**src/rtl/llf_pkg.sv**
```systemverilog
// Ladder lowpass filter: shared widths, payload types, datapath codes, microcode ROM.
package llf_pkg;

  localparam int SAMPLE_W = 16;
  localparam int STATE_W  = 24;
  localparam int FRAC_SA  = SAMPLE_W - 1;
  localparam int FRAC_ST  = STATE_W - 4;
  localparam int ALIGN_SH = FRAC_ST - FRAC_SA;
  localparam int PEAK_W   = SAMPLE_W + 1;

  localparam int CFG_W    = 16;
  localparam int QN_W     = CFG_W + 1;
  localparam int COEF_W   = 20;
  localparam int TMP_W    = 37;
  localparam int MUL_A_W  = TMP_W;
  localparam int MUL_B_W  = (STATE_W > 19) ? STATE_W + 1 : 21;
  localparam int PROD_W   = MUL_A_W + MUL_B_W;
  localparam int ACC_W    = PROD_W + 1;
  localparam int RAW_W    = PROD_W + 2;
  localparam int STEP_W   = 6;

  localparam int APB_AW   = 3;
  localparam int APB_DW   = 32;

  localparam logic [CFG_W-1:0] CUTOFF_RST = 16'd52429;
  localparam logic [CFG_W-1:0] RESO_RST   = 16'd0;

  localparam logic REG_CUTOFF    = 1'b0;
  localparam logic REG_RESONANCE = 1'b1;

  localparam int K_EIGHT_TENTHS = 52429;
  localparam int K_FIVE_SIX     = 367002;
  localparam int K_SIXTH        = 10923;
  localparam int ONE_Q16        = 65536;

  localparam logic [STEP_W-1:0] ADDR_IDLE = STEP_W'(0);
  localparam logic [STEP_W-1:0] ADDR_COEF = STEP_W'(1);
  localparam logic [STEP_W-1:0] ADDR_FILT = STEP_W'(10);

  typedef logic signed [SAMPLE_W-1:0] sample_t;
  typedef logic signed [STATE_W-1:0]  state_t;
  typedef logic signed [PEAK_W-1:0]   peak_t;
  typedef logic signed [COEF_W-1:0]   coef_t;
  typedef logic signed [TMP_W-1:0]    tmp_t;
  typedef logic signed [MUL_A_W-1:0]  mul_a_t;
  typedef logic signed [MUL_B_W-1:0]  mul_b_t;
  typedef logic signed [PROD_W-1:0]   prod_t;
  typedef logic signed [ACC_W-1:0]    acc_t;
  typedef logic signed [RAW_W-1:0]    raw_t;

  typedef struct packed {
    logic signed [SAMPLE_W-1:0] sample_in;
    logic                       start_of_run;
  } in_item_t;

  typedef struct packed {
    logic signed [SAMPLE_W-1:0] sample_out;
    logic [SAMPLE_W-1:0]        peak_level;
  } out_item_t;

  // multiplier operand A
  typedef enum logic [3:0] {
    A_CUT, A_QN, A_T0, A_T1, A_KQ, A_ST1, A_ST2, A_ST3, A_ST4
  } a_sel_e;

  // multiplier operand B
  typedef enum logic [3:0] {
    B_QN, B_K56, B_K08, B_K6, B_PC, B_FB, B_RES, B_ST4, B_T0
  } b_sel_e;

  typedef enum logic [2:0] {
    BS_ZERO, BS_ACC, BS_CUT, BS_ONE, BS_XIN, BS_T0
  } base_e;

  typedef enum logic [2:0] {
    XS_ZERO, XS_PROD, XS_PRIOR, XS_T0, XS_ST1, XS_ST2, XS_ST3
  } xsrc_e;

  typedef enum logic [2:0] {
    SH_0, SH_16, SH_17, SH_FRAC, SH_32
  } xsh_e;

  typedef enum logic [3:0] {
    D_NONE, D_ACC, D_T0, D_T1, D_PC, D_KQ, D_PRIOR, D_ST1, D_ST2, D_ST3, D_ST4
  } dest_e;

  typedef enum logic [1:0] {
    FL_NEXT, FL_DISPATCH, FL_RETURN, FL_EMIT
  } flow_e;

  typedef struct packed {
    a_sel_e a_sel;
    b_sel_e b_sel;
    base_e  base;
    xsrc_e  xsrc;
    xsh_e   xsh;
    logic   neg;
    logic   rsh;
    logic   sat;
    dest_e  dest;
    flow_e  flow;
  } ucode_t;

  function automatic ucode_t uw(a_sel_e a, b_sel_e b, base_e bs, xsrc_e xs, xsh_e sh,
                                logic ng, logic rs, logic st, dest_e d, flow_e f);
    ucode_t w;
    w.a_sel = a;
    w.b_sel = b;
    w.base  = bs;
    w.xsrc  = xs;
    w.xsh   = sh;
    w.neg   = ng;
    w.rsh   = rs;
    w.sat   = st;
    w.dest  = d;
    w.flow  = f;
    return w;
  endfunction

  // ALU of each step consumes the product registered by the step before it.
  function automatic ucode_t ucode_rom(input logic [STEP_W-1:0] addr);
    ucode_t w;
    w = uw(A_CUT, B_QN, BS_ZERO, XS_ZERO, SH_0, 1'b0, 1'b0, 1'b0, D_NONE, FL_RETURN);
    case (addr)
      // idle: wait for a coefficient refresh or an input request
      STEP_W'(0):  w = uw(A_CUT, B_QN,  BS_ZERO, XS_ZERO,  SH_0,    1'b0, 1'b0, 1'b0,
                          D_NONE, FL_DISPATCH);
      // coefficients
      STEP_W'(1):  w = uw(A_CUT, B_QN,  BS_ZERO, XS_ZERO,  SH_0,    1'b0, 1'b0, 1'b0,
                          D_NONE, FL_NEXT);
      STEP_W'(2):  w = uw(A_QN,  B_K56, BS_ZERO, XS_PROD,  SH_0,    1'b0, 1'b0, 1'b0,
                          D_T0, FL_NEXT);
      STEP_W'(3):  w = uw(A_T0,  B_K08, BS_ZERO, XS_PROD,  SH_0,    1'b0, 1'b0, 1'b0,
                          D_T1, FL_NEXT);
      STEP_W'(4):  w = uw(A_T1,  B_QN,  BS_CUT,  XS_PROD,  SH_32,   1'b0, 1'b0, 1'b0,
                          D_PC, FL_NEXT);
      STEP_W'(5):  w = uw(A_CUT, B_QN,  BS_CUT,  XS_PROD,  SH_32,   1'b0, 1'b0, 1'b0,
                          D_T1, FL_NEXT);
      STEP_W'(6):  w = uw(A_T1,  B_QN,  BS_ZERO, XS_ZERO,  SH_0,    1'b0, 1'b0, 1'b0,
                          D_NONE, FL_NEXT);
      STEP_W'(7):  w = uw(A_CUT, B_QN,  BS_ONE,  XS_PROD,  SH_17,   1'b0, 1'b0, 1'b0,
                          D_T0, FL_NEXT);
      STEP_W'(8):  w = uw(A_T0,  B_RES, BS_ZERO, XS_ZERO,  SH_0,    1'b0, 1'b0, 1'b0,
                          D_NONE, FL_NEXT);
      STEP_W'(9):  w = uw(A_CUT, B_QN,  BS_ZERO, XS_PROD,  SH_16,   1'b0, 1'b0, 1'b0,
                          D_KQ, FL_RETURN);
      // filter: feedback and input stage
      STEP_W'(10): w = uw(A_KQ,  B_ST4, BS_ZERO, XS_ZERO,  SH_0,    1'b0, 1'b0, 1'b0,
                          D_NONE, FL_NEXT);
      STEP_W'(11): w = uw(A_CUT, B_QN,  BS_XIN,  XS_PROD,  SH_16,   1'b1, 1'b0, 1'b1,
                          D_T0, FL_NEXT);
      STEP_W'(12): w = uw(A_CUT, B_QN,  BS_T0,   XS_PRIOR, SH_0,    1'b0, 1'b0, 1'b0,
                          D_T1, FL_NEXT);
      STEP_W'(13): w = uw(A_T1,  B_PC,  BS_ZERO, XS_T0,    SH_0,    1'b0, 1'b0, 1'b0,
                          D_PRIOR, FL_NEXT);
      // pole 1
      STEP_W'(14): w = uw(A_ST1, B_FB,  BS_ZERO, XS_PROD,  SH_0,    1'b0, 1'b0, 1'b0,
                          D_ACC, FL_NEXT);
      STEP_W'(15): w = uw(A_CUT, B_QN,  BS_ACC,  XS_PROD,  SH_0,    1'b1, 1'b1, 1'b1,
                          D_T0, FL_NEXT);
      STEP_W'(16): w = uw(A_CUT, B_QN,  BS_T0,   XS_ST1,   SH_0,    1'b0, 1'b0, 1'b0,
                          D_T1, FL_NEXT);
      STEP_W'(17): w = uw(A_T1,  B_PC,  BS_ZERO, XS_T0,    SH_0,    1'b0, 1'b0, 1'b0,
                          D_ST1, FL_NEXT);
      // pole 2
      STEP_W'(18): w = uw(A_ST2, B_FB,  BS_ZERO, XS_PROD,  SH_0,    1'b0, 1'b0, 1'b0,
                          D_ACC, FL_NEXT);
      STEP_W'(19): w = uw(A_CUT, B_QN,  BS_ACC,  XS_PROD,  SH_0,    1'b1, 1'b1, 1'b1,
                          D_T0, FL_NEXT);
      STEP_W'(20): w = uw(A_CUT, B_QN,  BS_T0,   XS_ST2,   SH_0,    1'b0, 1'b0, 1'b0,
                          D_T1, FL_NEXT);
      STEP_W'(21): w = uw(A_T1,  B_PC,  BS_ZERO, XS_T0,    SH_0,    1'b0, 1'b0, 1'b0,
                          D_ST2, FL_NEXT);
      // pole 3
      STEP_W'(22): w = uw(A_ST3, B_FB,  BS_ZERO, XS_PROD,  SH_0,    1'b0, 1'b0, 1'b0,
                          D_ACC, FL_NEXT);
      STEP_W'(23): w = uw(A_CUT, B_QN,  BS_ACC,  XS_PROD,  SH_0,    1'b1, 1'b1, 1'b1,
                          D_T0, FL_NEXT);
      STEP_W'(24): w = uw(A_CUT, B_QN,  BS_T0,   XS_ST3,   SH_0,    1'b0, 1'b0, 1'b0,
                          D_T1, FL_NEXT);
      STEP_W'(25): w = uw(A_T1,  B_PC,  BS_ZERO, XS_T0,    SH_0,    1'b0, 1'b0, 1'b0,
                          D_ST3, FL_NEXT);
      // pole 4, result v kept in T0
      STEP_W'(26): w = uw(A_ST4, B_FB,  BS_ZERO, XS_PROD,  SH_0,    1'b0, 1'b0, 1'b0,
                          D_ACC, FL_NEXT);
      STEP_W'(27): w = uw(A_CUT, B_QN,  BS_ACC,  XS_PROD,  SH_0,    1'b1, 1'b1, 1'b1,
                          D_T0, FL_NEXT);
      // soft clip v - v^3/6
      STEP_W'(28): w = uw(A_T0,  B_T0,  BS_ZERO, XS_ZERO,  SH_0,    1'b0, 1'b0, 1'b0,
                          D_NONE, FL_NEXT);
      STEP_W'(29): w = uw(A_CUT, B_QN,  BS_ZERO, XS_PROD,  SH_FRAC, 1'b0, 1'b0, 1'b0,
                          D_T1, FL_NEXT);
      STEP_W'(30): w = uw(A_T1,  B_K6,  BS_ZERO, XS_ZERO,  SH_0,    1'b0, 1'b0, 1'b0,
                          D_NONE, FL_NEXT);
      STEP_W'(31): w = uw(A_CUT, B_QN,  BS_ZERO, XS_PROD,  SH_16,   1'b0, 1'b0, 1'b0,
                          D_T1, FL_NEXT);
      STEP_W'(32): w = uw(A_T1,  B_T0,  BS_ZERO, XS_ZERO,  SH_0,    1'b0, 1'b0, 1'b0,
                          D_NONE, FL_NEXT);
      STEP_W'(33): w = uw(A_CUT, B_QN,  BS_T0,   XS_PROD,  SH_FRAC, 1'b1, 1'b0, 1'b1,
                          D_ST4, FL_EMIT);
      default:     w = uw(A_CUT, B_QN,  BS_ZERO, XS_ZERO,  SH_0,    1'b0, 1'b0, 1'b0,
                          D_NONE, FL_RETURN);
    endcase
    return w;
  endfunction

endpackage

```
**src/rtl/ladder_lowpass_filter_with_peak_core.sv**
```systemverilog
// Four-pole resonant ladder lowpass with soft clip and peak meter, microcoded datapath.
//
//  channel | signals                                   | dir | accepted when
//  --------+-------------------------------------------+-----+----------------------------
//  in      | in_valid_i, in_ready_o, in_data_i         | in  | in_valid_i & in_ready_o
//  out     | out_valid_o, out_ready_i, out_data_o      | out | out_valid_o & out_ready_i
//  apb     | psel, penable, pwrite, paddr, pwdata,     | in  | psel & penable & pwrite
//          | prdata, pready (tied high)                |     |
//
//  An input request passes the dispatch step, then 24 sequencer steps that share
//  one registered multiplier and one add/shift/saturate unit; the multiplier chain of the
//  four poles and the cubic clip fills those steps. One item is in flight at a time.
//  After reset and after every register write a 9-step run derives pc, fb and kq from the
//  registers; in_ready_o stays low until it finishes.
//  The last step waits while a finished result sits unclaimed in the output register.
module ladder_lowpass_filter_with_peak_core
  import llf_pkg::*;
(
  input  logic              clk_i,
  input  logic              rst_ni,
  input  logic              in_valid_i,
  output logic              in_ready_o,
  input  in_item_t          in_data_i,
  output logic              out_valid_o,
  input  logic              out_ready_i,
  output out_item_t         out_data_o,
  input  logic              psel,
  input  logic              penable,
  input  logic              pwrite,
  input  logic [APB_AW-1:0] paddr,
  input  logic [APB_DW-1:0] pwdata,
  output logic [APB_DW-1:0] prdata,
  output logic              pready
);

  // configuration and coefficient refresh
  logic [CFG_W-1:0]  cutoff_q, resonance_q;
  logic              dirty_q, dirty_d;
  logic              cfg_wr;

  // sequencer
  logic [STEP_W-1:0] step_q, step_d;
  ucode_t            uc;
  logic              advance, in_fire, coef_go, emit_fire;

  // datapath registers
  sample_t           xin_q;
  logic              sor_q;
  prod_t             prod_q, prod_d;
  acc_t              acc_q;
  tmp_t              t0_q, t1_q;
  coef_t             pc_q, kq_q, fb;
  state_t            prior_q, st1_q, st2_q, st3_q, st4_q;
  peak_t             lo_pk_q, hi_pk_q;
  out_item_t         out_q;
  logic              out_valid_q, out_valid_d;

  logic [QN_W-1:0]   qn;
  mul_a_t            mul_a;
  mul_b_t            mul_b;
  raw_t              base_v, x_v, x_s, raw, res, res_out;
  logic [RAW_W-STATE_W:0] res_hi;
  logic              res_in_rng;

  // output path
  state_t            st4_new, y_sh;
  logic [STATE_W-SAMPLE_W:0] y_hi;
  sample_t           y;
  peak_t             y_ext, lo_base, hi_base, lo_new, hi_new, neg_lo, peak;

  // -------------------------------------------------------------------------
  // APB register file: index is the word address, low byte bits ignored.
  assign pready = 1'b1;
  assign cfg_wr = psel & penable & pwrite;

  always_comb begin
    case (paddr[APB_AW-1])
      REG_CUTOFF:    prdata = APB_DW'(cutoff_q);
      REG_RESONANCE: prdata = APB_DW'(resonance_q);
      default:       prdata = '0;
    endcase
  end

  // -------------------------------------------------------------------------
  // Derived coefficients: qn = 1 - c (Q0.16, can reach 1.0), fb = 2*pc - 1.
  assign qn = QN_W'(ONE_Q16) - QN_W'(cutoff_q);
  assign fb = (pc_q <<< 1) - coef_t'(ONE_Q16);

  // -------------------------------------------------------------------------
  // Sequencer: one control word per step from the ROM.
  assign uc = ucode_rom(step_q);

  assign advance    = !((uc.flow == FL_EMIT) && out_valid_q && !out_ready_i);
  assign in_ready_o = (uc.flow == FL_DISPATCH) && !dirty_q;
  assign in_fire    = in_valid_i && in_ready_o;
  assign coef_go    = (uc.flow == FL_DISPATCH) && dirty_q;
  assign emit_fire  = (uc.flow == FL_EMIT) && advance;

  always_comb begin
    case (uc.flow)
      FL_NEXT:     step_d = step_q + 1'b1;
      FL_DISPATCH: begin
        if (coef_go) begin
          step_d = ADDR_COEF;
        end else if (in_fire) begin
          step_d = ADDR_FILT;
        end else begin
          step_d = step_q;
        end
      end
      FL_RETURN:   step_d = ADDR_IDLE;
      FL_EMIT:     step_d = advance ? ADDR_IDLE : step_q;
      default:     step_d = ADDR_IDLE;
    endcase
  end

  // a write during a refresh run leaves the flag set, so the run repeats
  assign dirty_d     = cfg_wr | (dirty_q & ~coef_go);
  assign out_valid_d = emit_fire | (out_valid_q & ~out_ready_i);

  // -------------------------------------------------------------------------
  // Multiplier: operands chosen by the control word, product registered.
  always_comb begin
    case (uc.a_sel)
      A_CUT:   mul_a = mul_a_t'(cutoff_q);
      A_QN:    mul_a = mul_a_t'(qn);
      A_T0:    mul_a = t0_q;
      A_T1:    mul_a = t1_q;
      A_KQ:    mul_a = mul_a_t'(kq_q);
      A_ST1:   mul_a = mul_a_t'(st1_q);
      A_ST2:   mul_a = mul_a_t'(st2_q);
      A_ST3:   mul_a = mul_a_t'(st3_q);
      A_ST4:   mul_a = mul_a_t'(st4_q);
      default: mul_a = '0;
    endcase
  end

  always_comb begin
    case (uc.b_sel)
      B_QN:    mul_b = mul_b_t'(qn);
      B_K56:   mul_b = mul_b_t'(K_FIVE_SIX);
      B_K08:   mul_b = mul_b_t'(K_EIGHT_TENTHS);
      B_K6:    mul_b = mul_b_t'(K_SIXTH);
      B_PC:    mul_b = mul_b_t'(pc_q);
      B_FB:    mul_b = mul_b_t'(fb);
      B_RES:   mul_b = mul_b_t'(resonance_q);
      B_ST4:   mul_b = mul_b_t'(st4_q);
      B_T0:    mul_b = mul_b_t'(t0_q);
      default: mul_b = '0;
    endcase
  end

  assign prod_d = mul_a * mul_b;

  // -------------------------------------------------------------------------
  // ALU: res = (base +/- (x >>> xsh)) >>> rsh, optionally clamped to the state range.
  always_comb begin
    case (uc.base)
      BS_ZERO: base_v = '0;
      BS_ACC:  base_v = raw_t'(acc_q);
      BS_CUT:  base_v = raw_t'(cutoff_q);
      BS_ONE:  base_v = raw_t'(ONE_Q16);
      BS_XIN:  base_v = raw_t'(xin_q) <<< ALIGN_SH;
      BS_T0:   base_v = raw_t'(t0_q);
      default: base_v = '0;
    endcase
  end

  always_comb begin
    case (uc.xsrc)
      XS_ZERO:  x_v = '0;
      XS_PROD:  x_v = raw_t'(prod_q);
      XS_PRIOR: x_v = raw_t'(prior_q);
      XS_T0:    x_v = raw_t'(t0_q);
      XS_ST1:   x_v = raw_t'(st1_q);
      XS_ST2:   x_v = raw_t'(st2_q);
      XS_ST3:   x_v = raw_t'(st3_q);
      default:  x_v = '0;
    endcase
  end

  // arithmetic shifts floor toward minus infinity
  always_comb begin
    case (uc.xsh)
      SH_0:    x_s = x_v;
      SH_16:   x_s = x_v >>> 16;
      SH_17:   x_s = x_v >>> 17;
      SH_FRAC: x_s = x_v >>> FRAC_ST;
      SH_32:   x_s = x_v >>> 32;
      default: x_s = x_v;
    endcase
  end

  assign raw        = uc.neg ? (base_v - x_s) : (base_v + x_s);
  assign res        = uc.rsh ? (raw >>> 16) : raw;
  assign res_hi     = res[RAW_W-1:STATE_W-1];
  assign res_in_rng = (&res_hi) | (~|res_hi);

  always_comb begin
    res_out = res;
    if (uc.sat && !res_in_rng) begin
      res_out = res[RAW_W-1] ? raw_t'(state_t'({1'b1, {(STATE_W-1){1'b0}}}))
                             : raw_t'(state_t'({1'b0, {(STATE_W-1){1'b1}}}));
    end
  end

  // -------------------------------------------------------------------------
  // Output sample and peak trackers, evaluated in the emitting step.
  assign st4_new = res_out[STATE_W-1:0];
  assign y_sh    = st4_new >>> ALIGN_SH;
  assign y_hi    = y_sh[STATE_W-1:SAMPLE_W-1];

  always_comb begin
    if ((&y_hi) | (~|y_hi)) begin
      y = y_sh[SAMPLE_W-1:0];
    end else begin
      y = y_sh[STATE_W-1] ? sample_t'({1'b1, {(SAMPLE_W-1){1'b0}}})
                          : sample_t'({1'b0, {(SAMPLE_W-1){1'b1}}});
    end
  end

  assign y_ext   = peak_t'(y);
  assign lo_base = sor_q ? '0 : lo_pk_q;
  assign hi_base = sor_q ? '0 : hi_pk_q;
  // zero never moves a tracker: lo stays <= 0 and hi stays >= 0
  assign lo_new  = (y_ext < lo_base) ? y_ext : lo_base;
  assign hi_new  = (y_ext > hi_base) ? y_ext : hi_base;
  assign neg_lo  = -lo_new;
  assign peak    = (neg_lo > hi_new) ? neg_lo : hi_new;

  assign out_valid_o = out_valid_q;
  assign out_data_o  = out_q;

  // -------------------------------------------------------------------------
  // Control and architectural state.
  always_ff @(posedge clk_i or negedge rst_ni) begin
    if (!rst_ni) begin
      step_q      <= ADDR_IDLE;
      dirty_q     <= 1'b1;
      out_valid_q <= 1'b0;
      cutoff_q    <= CUTOFF_RST;
      resonance_q <= RESO_RST;
      prior_q     <= '0;
      st1_q       <= '0;
      st2_q       <= '0;
      st3_q       <= '0;
      st4_q       <= '0;
      lo_pk_q     <= '0;
      hi_pk_q     <= '0;
    end else begin
      step_q      <= step_d;
      dirty_q     <= dirty_d;
      out_valid_q <= out_valid_d;
      if (cfg_wr) begin
        case (paddr[APB_AW-1])
          REG_CUTOFF:    cutoff_q    <= pwdata[CFG_W-1:0];
          REG_RESONANCE: resonance_q <= pwdata[CFG_W-1:0];
          default:       cutoff_q    <= cutoff_q;
        endcase
      end
      if (advance) begin
        case (uc.dest)
          D_PRIOR: prior_q <= res_out[STATE_W-1:0];
          D_ST1:   st1_q   <= res_out[STATE_W-1:0];
          D_ST2:   st2_q   <= res_out[STATE_W-1:0];
          D_ST3:   st3_q   <= res_out[STATE_W-1:0];
          D_ST4:   st4_q   <= res_out[STATE_W-1:0];
          default: prior_q <= prior_q;
        endcase
      end
      if (emit_fire) begin
        lo_pk_q <= lo_new;
        hi_pk_q <= hi_new;
      end
    end
  end

  // Working registers, no reset needed.
  always_ff @(posedge clk_i) begin
    if (in_fire) begin
      xin_q <= in_data_i.sample_in;
      sor_q <= in_data_i.start_of_run;
    end
    if (advance) begin
      prod_q <= prod_d;
      case (uc.dest)
        D_ACC:   acc_q <= raw[ACC_W-1:0];
        D_T0:    t0_q  <= res_out[TMP_W-1:0];
        D_T1:    t1_q  <= res_out[TMP_W-1:0];
        D_PC:    pc_q  <= res_out[COEF_W-1:0];
        D_KQ:    kq_q  <= res_out[COEF_W-1:0];
        default: acc_q <= acc_q;
      endcase
    end
    if (emit_fire) begin
      out_q.sample_out <= y;
      out_q.peak_level <= peak[SAMPLE_W-1:0];
    end
  end

endmodule

```
**config.mk**
```make
export PLATFORM = sky130hd
export DESIGN_NAME = ladder_lowpass_filter_with_peak_core
export DESIGN_NICKNAME = d
export VERILOG_FILES = /design/src/rtl/llf_pkg.sv /design/src/rtl/ladder_lowpass_filter_with_peak_core.sv
export SDC_FILE = /design/constraint.sdc
export NUM_CORES = 2
export LEC_CHECK = 0
export BUFFER_PORTS_ARGS = -buffer_cell sky130_fd_sc_hd__buf_4
export CAP_MARGIN = 25
export CELL_PAD_IN_SITES_DETAIL_PLACEMENT = 0
export CELL_PAD_IN_SITES_GLOBAL_PLACEMENT = 1
export CORE_UTILIZATION = 35
export DETAILED_ROUTE_END_ITERATION = 16
export PLACE_DENSITY = 0.65
export SLEW_MARGIN = 20
export SYNTH_ARGS = -nofsm -noshare
export SYNTH_HDL_FRONTEND = slang
export SYNTH_SLANG_ARGS = --single-unit
```
**constraint.sdc**
```tcl
create_clock -name clk_i -period 20.7 [get_ports clk_i]
set_clock_uncertainty 0.15 [all_clocks]
set_input_delay 2.07 -clock clk_i [delete_from_list [all_inputs] [get_ports clk_i]]
set_output_delay 2.07 -clock clk_i [all_outputs]
set_load 0.02 [all_outputs]
```
### After elaboration in Yosys (flattened, before gate mapping)

Memories as Yosys holds them, arrays and structs flattened.
Index checks and enable logic that the tools add are counted.

| storage, ports and cells | value |
|---|---|
| flip-flop bits (word level) | 482 |
| bits in latches | 0 |
| RAM bits | 0 |
| memory bits (read-only) | 1664 |
| memories | 1 |

| operators by class | value |
|---|---|
| add/subtract/negate cells | 6 |
| multipliers | 1 |
| divide/modulo/power cells | 0 |
| order comparisons | 3 |
| equality and inequality tests | 46 |
| shifts and indexed selects | 0 |
| mux-type cells | 21 |
| bitwise operators | 12 |
| reductions and logical operators | 33 |

Memories:

| name | words | width | read ports | clocked after Yosys merged registers in | wr ports | RTL line | source |
|---|---|---|---|---|---|---|---|
| (no name shown) | 64 | 26 | 1 | 0 | 0 | llf_pkg.sv:124 | `case (addr)` |

Operators with widths:

| cell | count |
|---|---|
| 64-bit case mux with 6 select lines | 1 |
| 37-bit case mux with 9 select lines | 1 |
| 64-bit case mux with 5 select lines | 1 |
| 63-bit case mux with 4 select lines | 1 |
| 25-bit case mux with 9 select lines | 1 |
| 37-bit 2-to-1 mux | 2 |
| 17-bit 2-to-1 mux | 4 |
| 64-bit adder | 1 |
| 64-bit 2-to-1 mux | 1 |
| 32-bit case mux with 2 select lines | 1 |
| 64-bit subtractor | 1 |
| 63-bit 2-to-1 mux | 1 |
| 37-bit by 25-bit multiplier with 62-bit output | 1 |
| 4-bit by 3-bit equality test with 1-bit output, second input constant | 12 |
| 16-bit 2-to-1 mux | 3 |
| 41-bit AND reduction | 1 |
| 41-bit OR reduction | 1 |
| 2-bit AND reduction | 13 |
| 4-bit by 2-bit equality test with 1-bit output, second input constant | 6 |
| 6-bit case mux with 4 select lines | 1 |
| 4-bit equality test, second input constant | 5 |
| 20-bit by 18-bit subtractor with 20-bit output, second input constant | 1 |
| 3-bit by 2-bit equality test with 1-bit output, second input constant | 6 |
| 3-bit equality test, second input constant | 6 |
| other kinds (22) | 50 |

### Depth between registers and ports, before layout

An unclocked memory read counts as a cell.

| logic depth | value |
|---|---|
| depth in word-level cells | 22 |
| depth in mapped cells | 85 |
| mapped depth without buffers | 76 |

### Least setup slack after synthesis

Ideal clock, no wire load.

| timing | value |
|---|---|
| kind | register to register |
| start point | reg step_q[1] |
| end point | reg out_q (netlist bit out_data_o[1]) (data pin) |
| library setup time | 0.267 ns |
| arrival time | 15.072 ns |
| data required time | 20.283 ns |
| path slack | 5.211 ns |
| cell stages (with the launch flop) | 79 |
| buffers on the path | 9 |
| period minus slack after synthesis | 15.489 ns |
| cells stage by stage | dfrtp_1 inv_1 ha_1 nand2_1 o2bb2ai_1 nand2_1 buf_2 clkbuf_1 mux2_2 a221oi_1 a2bb2oi_1 o22ai_1 nor2_1 ha_1 nand3_1 nor3_1 nor3b_2 nand3_1 [43 not listed] nor2b_1 o21a_1 o21a_1 o21a_1 o21a_1 o21a_1 o21a_1 o21a_1 o21a_1 o21a_1 o21ai_0 nand2b_1 a21oi_1 o21ai_0 a31oi_1 clkbuf_1 clkbuf_1 a21oi_1 |

| between the ends | value |
|---|---|
| cells in the longest elaborated chain, start to end | 22 |
| elaborated cells between the ends (all ways) | 44 |

RTL lines:

| item | RTL line | source |
|---|---|---|
| from (decl) | ladder_lowpass_filter_with_peak_core.sv:42 | `logic [STEP_W-1:0] step_q, step_d;` |
| from (signal assigned) | ladder_lowpass_filter_with_peak_core.sv:251 | `step_q <= step_d;` |
| memory read 64 x 26 bit (*) | n/a |  |
| 3-bit equality test (tied with other cells) | ladder_lowpass_filter_with_peak_core.sv:170 | `case (uc.xsrc)` |
| 64-bit case mux with 6 select lines | ladder_lowpass_filter_with_peak_core.sv:170 |  |
| 63-bit case mux with 4 select lines | ladder_lowpass_filter_with_peak_core.sv:184 | `case (uc.xsh)` |
| 64-bit adder / 64-bit subtractor (equally long branches) | ladder_lowpass_filter_with_peak_core.sv:194 | `assign raw = uc.neg ? (base_v - x_s) : (base_v + x_s);` |
| 64-bit 2-to-1 mux | ladder_lowpass_filter_with_peak_core.sv:194 |  |
| 63-bit 2-to-1 mux | ladder_lowpass_filter_with_peak_core.sv:195 | `assign res = uc.rsh ? (raw >>> 16) : raw;` |
| 41-bit OR reduction | ladder_lowpass_filter_with_peak_core.sv:197 | `assign res_in_rng = (&res_hi) \| (~\|res_hi);` |
| [8 not listed] | n/a |  |
| 16-bit 2-to-1 mux (*) | ladder_lowpass_filter_with_peak_core.sv:214 | `if ((&y_hi) \| (~\|y_hi)) begin` |
| named net y[1] | ladder_lowpass_filter_with_peak_core.sv:68 | `sample_t y;` |
| 16-bit by 17-bit less-than comparator with 1-bit output | ladder_lowpass_filter_with_peak_core.sv:226 | `assign lo_new = (y_ext < lo_base) ? y_ext : lo_base;` |
| 17-bit 2-to-1 mux | ladder_lowpass_filter_with_peak_core.sv:226 |  |
| 17-bit negator | ladder_lowpass_filter_with_peak_core.sv:228 | `assign neg_lo = -lo_new;` |
| 17-bit > comparator | ladder_lowpass_filter_with_peak_core.sv:229 | `assign peak = (neg_lo > hi_new) ? neg_lo : hi_new;` |
| 16-bit 2-to-1 mux (*) | ladder_lowpass_filter_with_peak_core.sv:229 |  |
| named net peak[1] | ladder_lowpass_filter_with_peak_core.sv:69 | `peak_t y_ext, lo_base, hi_base, lo_new, hi_new, neg_lo, peak;` |
| to (decl) | ladder_lowpass_filter_with_peak_core.sv:55 | `out_item_t out_q;` |

The timed path passes the listed nets; every way through them passes the cells marked *.
A chain may end at the register's enable or synchronous reset.

### Worst setup path in the final report

| timing | value |
|---|---|
| start point | reg step_q[0] |
| end point | reg out_q (netlist bit out_data_o[10]) (data pin) |

Same word-level chain as after synthesis.

==> flow_summary_export.csv <==
group,metric,value,unit
clock_network,cts_setup_buffers,0,
finish,nNetsFinal,8232,
critical_path,path_common_cell,"o21a_1",
grt,grt_pass1_vias,53900,
grt,track_usage,26.96,%
clock_network,insertion_delay,0.67,ns
floorplanning,die_area,0.1849,mm2
route,drc,0,
clock_network,cts.clk_slew.worst_paths,0.06,ns
timing,finalSetupTns,0,ns
grt,grt_overflow_total,0,
finish,layout-drive-gt1-share,10.37,%
critical_path,cp.required,20.94,ns
grt,grt_max_degree,71,
clock_network,cts_hold_buf,0,
route,vias_per_cell,5.698,
yosys,synth_top_area_share,29.19,%
floorplanning,ios,126,
yosys,synth_xor_area_share,2.989,%
floorplanning,die_y,430.0,um
timing,max_slew_margin,16.63,%
yosys,synthesis.area,0.06413,mm2
critical_path,r2r_setup_slack,1.35,ns
floorplanning,num_rows,156,
timing,rsz0062_at_grt,"no",
route,routed_wl,250.4,mm
timing,period_share,93.49,%
placement,port_buffers,90,
yosys,ys_seq_elements,482,
clock_network,cts_buffer_depth,3,
critical_path,slowest_delay,0.79,ns
route,firstDrtPassIters,6,
timing,fin_hold_ws,0.3225,ns
yosys,synth_compound_area_share,13.69,%
yosys,yosysMostFrequentCell,"nand2_1",
worst_hold_path,worstHoldStart,"lo_pk_q[2]",
floorplanning,die_x,430.0,um
yosys,synthArstFlopShare,40.25,%
floorplanning,coreArea,0.1813,mm2
yosys,yosysSeqAreaShare,21.08,%
yosys,synthFlopType,"edfxtp_1",
placement,dp.cells,9258,
clock_network,numCtsBuffers,53,
critical_path,path_class,"register to register",
yosys,synthTopCellsByArea,"fa_1 29%, edfxtp_1 13%, dfrtp_1 7.2%",
clock_network,ctsHtreeMaxLevel,2,
critical_path,crit_path_start_kind,"register",
yosys,syn_area_per_cell,9.211,um2
finish,final_cells,9367,
timing,finalCriticalPeriod,19.35,ns
critical_path,worstSetupStartpoint,"step_q[0]",
timing,slew_viol_final,0,
placement,place_congestion,0.9777,
route,antenna_left,0,
yosys,yosys.area_share.simple,14.57,%
critical_path,crit_path_end_kind,"register",
route,drt-initial-drc-count,5337,
flow_run,max_cap_violations,0,
yosys,synth-edff-count,288,
finish,postLayoutCoreUtil,38.73,%
floorplanning,initial_core_util,35.37,%
worst_hold_path,min-delay-path-class,"register to register",
timing,hold_viol_final,0,
yosys,synth_top_area_cell,"fa_1",
timing,worst_slew_pin_slew,1.248,ns
critical_path,rr_startpoint,"step_q[0]",
critical_path,cp_max_fo,21,
placement,dp_hpwl,194.2,mm
yosys,synthAdderAreaFrac,34.87,%
route,dr_total_vias,53370,
yosys,ys.warnings.count,0,
yosys,muxShareOfSynthArea,5.139,%
clock_network,tritoncts,"done",
yosys,synth_common_cells,"1,040 x nand2_1, 935 x fa_1, 877 x inv_1",
grt,antenna_found_initial,7,
timing,final-setup-viol-count,0,
finish,syn_to_final_growth,9.520,%
route,wire_per_inst,26.73,um
critical_path,cp_slowest_cell,"a221oi_1",
run_status,outcome,"complete, no violations",
finish,nFillCells,18320,
yosys,synth_cells,6962,
clock_network,cts.repair.resized,0,
grt,grt_pass1_wl,369.6,mm
yosys,synth_top_family_by_area,"adder cells",
clock_network,cts.sinks,482,
timing,fmax,51.67,MHz
critical_path,arrival,19.59,ns
yosys,synth_cell_types,106,
clock_network,cts_root_buf,"clkbuf_16",
critical path: cells and delay by family, from the launching register on:
| family | cells | cell delay (ns) |
|---|---|---|
| AND/OR/NAND/NOR | 22 | 5.90 |
| multiplexers | 3 | 0.51 |
| adder cells (fa/ha/maj) | 6 | 2.18 |
| XOR/XNOR | 1 | 0.34 |
| buffers and inverters | 3 | 0.70 |
| AO/OA/AOI/OAI | 37 | 8.58 |
| flip-flops | 1 | 0.69 |
layer usage:
layer / part of all wire [%] / wire length, um / track usage, % / up-vias
li1: - / - / - / 23190
met1: 43 / 107000 / 36.95 / 27530
met2: 45 / 112700 / 42.41 / 2240
met3: 8.0 / 20120 / 5.270 / 413
met4: 4.2 / 10450 / 9.309 / 4
met5: 0.010 / 25 / 0 / -
flip-flops by register name, indices dropped and copies added, names as in the netlist, 24 cells and up:
name,cells
acc_q,63
prod_q,62
t0_q,37
t1_q,37
out_data_o,32
prior_q,24
st1_q,24
st2_q,24
st3_q,24
st4_q,24
final cells by class:
| class | count | area (um2) | share of cell area [%] |
|---|---|---|---|
| Tap cell | 2370 | 2965 | 4.222 |
| Antenna cell | 5 | 12.51 | 0.01782 |
| Multi-Input combinational cell | 5214 | 46230 | 65.83 |
| Timing Repair Buffer | 317 | 2441 | 3.476 |
| Clock inverter | 25 | 275.3 | 0.3919 |
| Clock buffer | 75 | 1490 | 2.122 |
| Sequential cell | 482 | 13520 | 19.25 |
| Inverter | 879 | 3299 | 4.698 |
metrics by stage:
stage                     cell area [um2]  worst slack [ns]
after floorplan                     64180             5.211
after global placement              68290             1.718
after detailed placement            68400             1.712
after CTS                           70170             1.579
after global routing                70220           0.03715
final                               70230             1.347
cells by family (layout without fill, tap and decap cells):
family | Yosys count | in the layout
other | 2 | 22
multiplexers | 303 | 303
AO/OA/AOI/OAI | 1313 | 1313
XOR/XNOR | 218 | 218
buffers and inverters | 1281 | 1296
AND/OR/NAND/NOR | 2137 | 2137
flip-flops | 482 | 482
adder cells (fa/ha/maj) | 1226 | 1226
cells in the final DEF, fill, tap and decap left out, types with 76 or more instances in the layout:
cell	synthesis	routed
nor2_1	542	528
ha_1	291	291
a21oi_1	324	317
a21o_1	94	94
edfxtp_1	288	288
nand2_1	1040	1037
buf_4	21	309
inv_1	877	877
mux2i_1	111	109
nand2b_1	76	76
xnor2_1	139	139
dfrtp_1	184	183
fa_1	935	935
mux2_2	190	190
nand3_1	104	102
xor2_1	78	78
o21ai_0	269	269
final timing paths:
| path | depth (start not counted) | to |
|---|---|---|
| max | 72 | out_data_o[10] |
| min | 2 | lo_pk_q[2] |
| max reg2reg | 72 | out_data_o[10] |
| min reg2reg | 2 | lo_pk_q[2] |
| max in group asynchronous | 4 | step_q[5] |
| min in group asynchronous | 1 | hi_pk_q[5] |
Power is left out: the tool's default activity adds up to more than one toggle a clock period on the data nets, which glitch-free logic cannot reach.
